### src/hw/rtl/assert_macros.svh
// Assertion macros shared by the RTL files of the position converter.
// Define ASSERT_OFF to compile the checks out.
`ifndef ASSERT_MACROS_SVH
`define ASSERT_MACROS_SVH
`ifndef ASSERT_OFF
// condition in the same cycle
`define ASSERT_IMPLIES(label, clk, rst, pre, post) \
   label: assert property (@(posedge clk) disable iff (rst) (pre) |-> (post)) \
      else $error("same-cycle implication failed");
// condition in the next cycle
`define ASSERT_NEXT(label, clk, rst, pre, post) \
   label: assert property (@(posedge clk) disable iff (rst) (pre) |=> (post)) \
      else $error("next-cycle implication failed");
`else
`define ASSERT_IMPLIES(label, clk, rst, pre, post)
`define ASSERT_NEXT(label, clk, rst, pre, post)
`endif
`endif

### src/hw/rtl/g2e_delay.sv
// Enabled shift line that keeps side values aligned with the multiplier stages.
// No dependencies.
module g2e_delay #(
   parameter int WIDTH = 64,
   parameter int DEPTH = 1
) (
   input  logic             clock,
   input  logic             en,
   input  logic [WIDTH-1:0] d,
   output logic [WIDTH-1:0] q
);

   logic [WIDTH-1:0] stage_ff [DEPTH];

   // advance the whole line on enable
   always_ff @(posedge clock) begin
      if (en) begin
         stage_ff[0] <= d;
         for (int k = 1; k < DEPTH; k++) stage_ff[k] <= stage_ff[k-1];
      end
   end

   assign q = stage_ff[DEPTH-1];

endmodule

### config.mk
export PLATFORM = sky130hd
export DESIGN_NAME = g2e_delay
export DESIGN_NICKNAME = d
export VERILOG_FILES = /design/src/hw/rtl/assert_macros.svh /design/src/hw/rtl/g2e_delay.sv
export SDC_FILE = /design/constraint.sdc
export NUM_CORES = 1
export LEC_CHECK = 0
export ABC_CLOCK_PERIOD_IN_PS = 800
export BUFFER_PORTS_ARGS = -buffer_cell sky130_fd_sc_hd__clkbuf_2
export CAP_MARGIN = 20
export CORE_MARGIN = 1.5
export CORE_UTILIZATION = 40
export CTS_CLUSTER_SIZE = 24
export DETAILED_ROUTE_END_ITERATION = 16
export PLACE_DENSITY_LB_ADDON = 0.3
export REMOVE_ABC_BUFFERS = 1
export SETUP_SLACK_MARGIN = 0.02
export SLEW_MARGIN = 20
export SYNTH_ARGS = -nofsm -noshare
export SYNTH_HDL_FRONTEND = slang
export SYNTH_SLANG_ARGS = --single-unit
### constraint.sdc
create_clock -name clock -period 0.8 [get_ports clock]
set_input_delay 0.04 -clock clock [delete_from_list [all_inputs] [get_ports clock]]
set_output_delay 0.04 -clock clock [all_outputs]
set_load 0.01 [all_outputs]
Yosys cells after proc, flatten, opt, wreduce, memory -nomap -nowiden
Memory sizes are Yosys's and may differ from the RTL's.
Index checks and enable logic that the tools add are counted.
{"block": "classes", "addsub": 0, "multipliers": 0, "n_div": 0, "n_lt_le_gt_ge": 0, "n_eq_ne": 0, "shifts": 0, "n_mux": 2, "bitwise_logic": 0, "reduce_logical": 0}
{"cell": "$mux W1", "n": 2}
{"block": "totals", "regBits": 0, "latchBits": 0, "mem_bits_rw": 64, "romBits": 0, "input_bits": 66, "out_inout_bits": 64, "word_cells": 3, "memories": 1}
{"memory": "stage_ff", "words": 1, "width": 64, "read_ports": 1, "rd_ports_with_merged_regs": 0, "write_ports": 1, "line_no": "g2e_delay.sv:13", "text": "logic [WIDTH-1:0] stage_ff [DEPTH];"}

Depth between registers and ports, before layout
{"block": "logic_depth", "ltp_word": 2, "ltp_mapped": 0}

Worst setup path after synthesis
No wires, ideal clock.
{"block": "synth_timing", "path_type": "flip-flop to output port", "startpoint": "memory stage_ff[0][0]", "endpoint": "output q[0]", "t_arrival_ns": 0.394, "t_required_ns": 0.760, "setup_slack_ns": 0.366, "stages_incl_launch_ff": 1, "cell_sequence": "edfxtp_1"}
{"block": "synth_via", "elab_chain_cells": 1}
{"element": "start: declaration", "line_no": "g2e_delay.sv:13"}
{"element": "$mem_v2 Z1 W64"}
{"element": "end: declaration", "line_no": "g2e_delay.sv:10", "text": "output logic [WIDTH-1:0] q"}
No other way between the ends.

Final worst setup path
{"block": "layout_timing", "startpoint": "memory stage_ff[0][59]", "endpoint": "output q[59]"}
Same word-level chain as after synthesis.

==> impl_metrics.yaml <==
run_status:
  status: "finished, violations left"
  violations: "negative setup slack"
layout:
  fin_nets: 336
  synthToLayoutAreaGrowth_pct: 81.8
  top_register: "stage_ff"
  multiInputGateArea_um2: 0
  comb.multi_input.count: 0
  layout_commonest_cell: "clkbuf_2"
  largest_reg_flops: 64
  fin_util_pct: 75.0
  top_regs: "stage_ff: 64 flops"
  nFillCells: 275
  most-common-layout-cells: "127 x clkbuf_2, 64 x dlygate4sd3_1, 64 x edfxtp_1"
  antennaDiodeCount: 0
  final_cells: 329
  layout-drive-gt1-share_pct: 52.0
synthesis:
  synth_cells: 64
  synth_top_area_share_pct: 100
  syn_avg_cell_area_um2: 30.0
  synth_cell_types: 1
  ys_top_cells_by_area: "edfxtp_1 100%"
  synth-warning-count: 0
  yosys_register_bits: 64
  syn_area_um2: 1920
  seq_area_frac_synth_pct: 100
  synth.largest_area_cell: "edfxtp_1"
sta:
  rsz0062_at_grt: "true"
  tightest_slew_ns: 0.184
  setup_viol: 64
  slew_headroom_pct: 87.7
  maxSlewViolCount: 0
  min_period_over_period_pct: 112
  tns_ns: -3.65
  clock.fmax_mhz: 1120
  period_needed_ns: 0.893
  final_hold_viol_count: 0
  timing.final.ws_setup_ns: -0.0933
hold_path:
  worstHoldEndpoint: "stage_ff[0][53]"
  holdPathStages: 2
  min_path_type: "input pin to flop"
  holdCritStartpoint: "en"
power:
  ir_drop_v: 0.00148
  power_density_nw_per_um2: 2130
  leakage_nw: 1.54
clock_network:
  cts_buffer_depth: 2
  root_buffer: "clkbuf_8"
  cts_sinks: 64
  clk_pin_slew_ns: 0.07
  htreeDepth: 3
  numCtsBuffers: 9
  post_cts.repair.setup_buffers: 0
  cts_tree: "yes"
detailed_routing:
  num_vias: 1417
  routed_via_density: 4.31
  drt_iter0_markers: 70
  wl_mm: 4.63
  postRouteAntennaNets: 0
  first_pass_iters: 4
  routedWlPerCell_um: 14.1
  route.detailed.drc: 0
floorplanning:
  chipHeight_um: 72.3
  start_util_pct: 41.2
  num_rows: 25
  dieArea_um2: 5230
  coreArea_um2: 4660
  pin_count: 130
  die_x_um: 72.3
worst_setup_path:
  cp_top_family: "flip-flops"
  crit_buf_inv: 1
  criticalPathCategory: "flop to output port"
  path_cells: "clkbuf_2"
  crit_path_end_kind: "output port"
  max_stage_delay_ns: 0.39
  crit_fanout: 1
  cp.required_ns: 0.76
  worstPathArrival_ns: 0.85
  start_kind: "flop"
  crit_path_top_delay_cell: "edfxtp_1"
grt:
  antenna_found_initial: 0
  grtUsageTotal_pct: 17.9
  grt_overflow: 0
  grt_pass1_vias: 1470
  grt_pass1_wl_mm: 6.65
  grt_max_degree: 34
placed_design:
  place_ws_ns: 0.0765
  place.gp.congestion: 0.780
  hpwl_mm: 2.83
  portBuffers: 129
  placed_cells: 249
job:
  drv_cap: 0
-- logic make-up (layout without fill, tap and decap cells) --
| group | after synthesis | in the layout | share of synthesized area [%] |
|---|---|---|---|
| buf+inv | 0 | 211 | 0 |
| flops | 64 | 64 | 100 |
-- report_power, final --
group	internal [W]	leakage, nW	switching [W]
Combinational	0.000494	0.821	0.000390
Sequential	0.00399	0.626	0.0000728
Clock	0.00141	0.0922	0.00108
Total	0.00589	1.54	0.00154
-- cell type report --
type | count | area, µm² | area share (%)
sequential | 64 | 1920 | 55.0
tap | 54 | 67.6 | 1.93
timing repair buffer | 195 | 1330 | 38.0
clock buffer | 11 | 131 | 3.76
clock inverter | 5 | 47.5 | 1.36
-- synth_stat cells --
cell type and count:
edfxtp_1 64
-- metrics by stage --
| step | hold slack [ns] | area, µm² | total power, W |
|---|---|---|---|
| 3_5_place_dp | 0.219 | 2680 | 0.00476 |
| 4_1_cts | 0.199 | 3490 | 0.00749 |
| 6_report | 0.212 | 3490 | 0.00743 |
| 3_3_place_gp | 0.217 | 2680 | 0.00473 |
| 5_1_grt | 0.205 | 3490 | 0.00771 |
| 2_1_floorplan | 0.139 | 1920 | 0.00427 |
-- repair_timing --
item,in CTS,in global routing
resized for setup,0,2
endpoints found under the setup margin,64,64
hold buffers,64,0
pin swaps,0,0
hold endpoints to repair,64,0
gates cloned,0,0
-- metal layers --
| metal | share of wire, % | global-route usage, % | up-vias |
|---|---|---|---|
| met4 | 0.76 | 8.81 | 0 |
| met3 | 11 | 8.06 | 4 |
| met2 | 52 | 31.0 | 88 |
| li1 | - | - | 674 |
| met1 | 37 | 18.5 | 651 |
| met5 | 0 | 0 | - |
-- worst max path at each step --
| stage | depth (start not counted) | slack (ns) | from | to |
|---|---|---|---|---|
| global route | 1 | -0.14 | stage_ff[0][37] | q[37] |
| CTS | 1 | -0.11 | stage_ff[0][13] | q[13] |
| floorplan | 0 | 0.37 | stage_ff[0][0] | q[0] |
| finish | 1 | -0.09 | stage_ff[0][59] | q[59] |
| global placement | 2 | 0.09 | en | stage_ff[0][56] |
| detailed placement | 2 | 0.08 | en | stage_ff[0][56] |
Note: power is estimated with default switching activity, not from simulation.
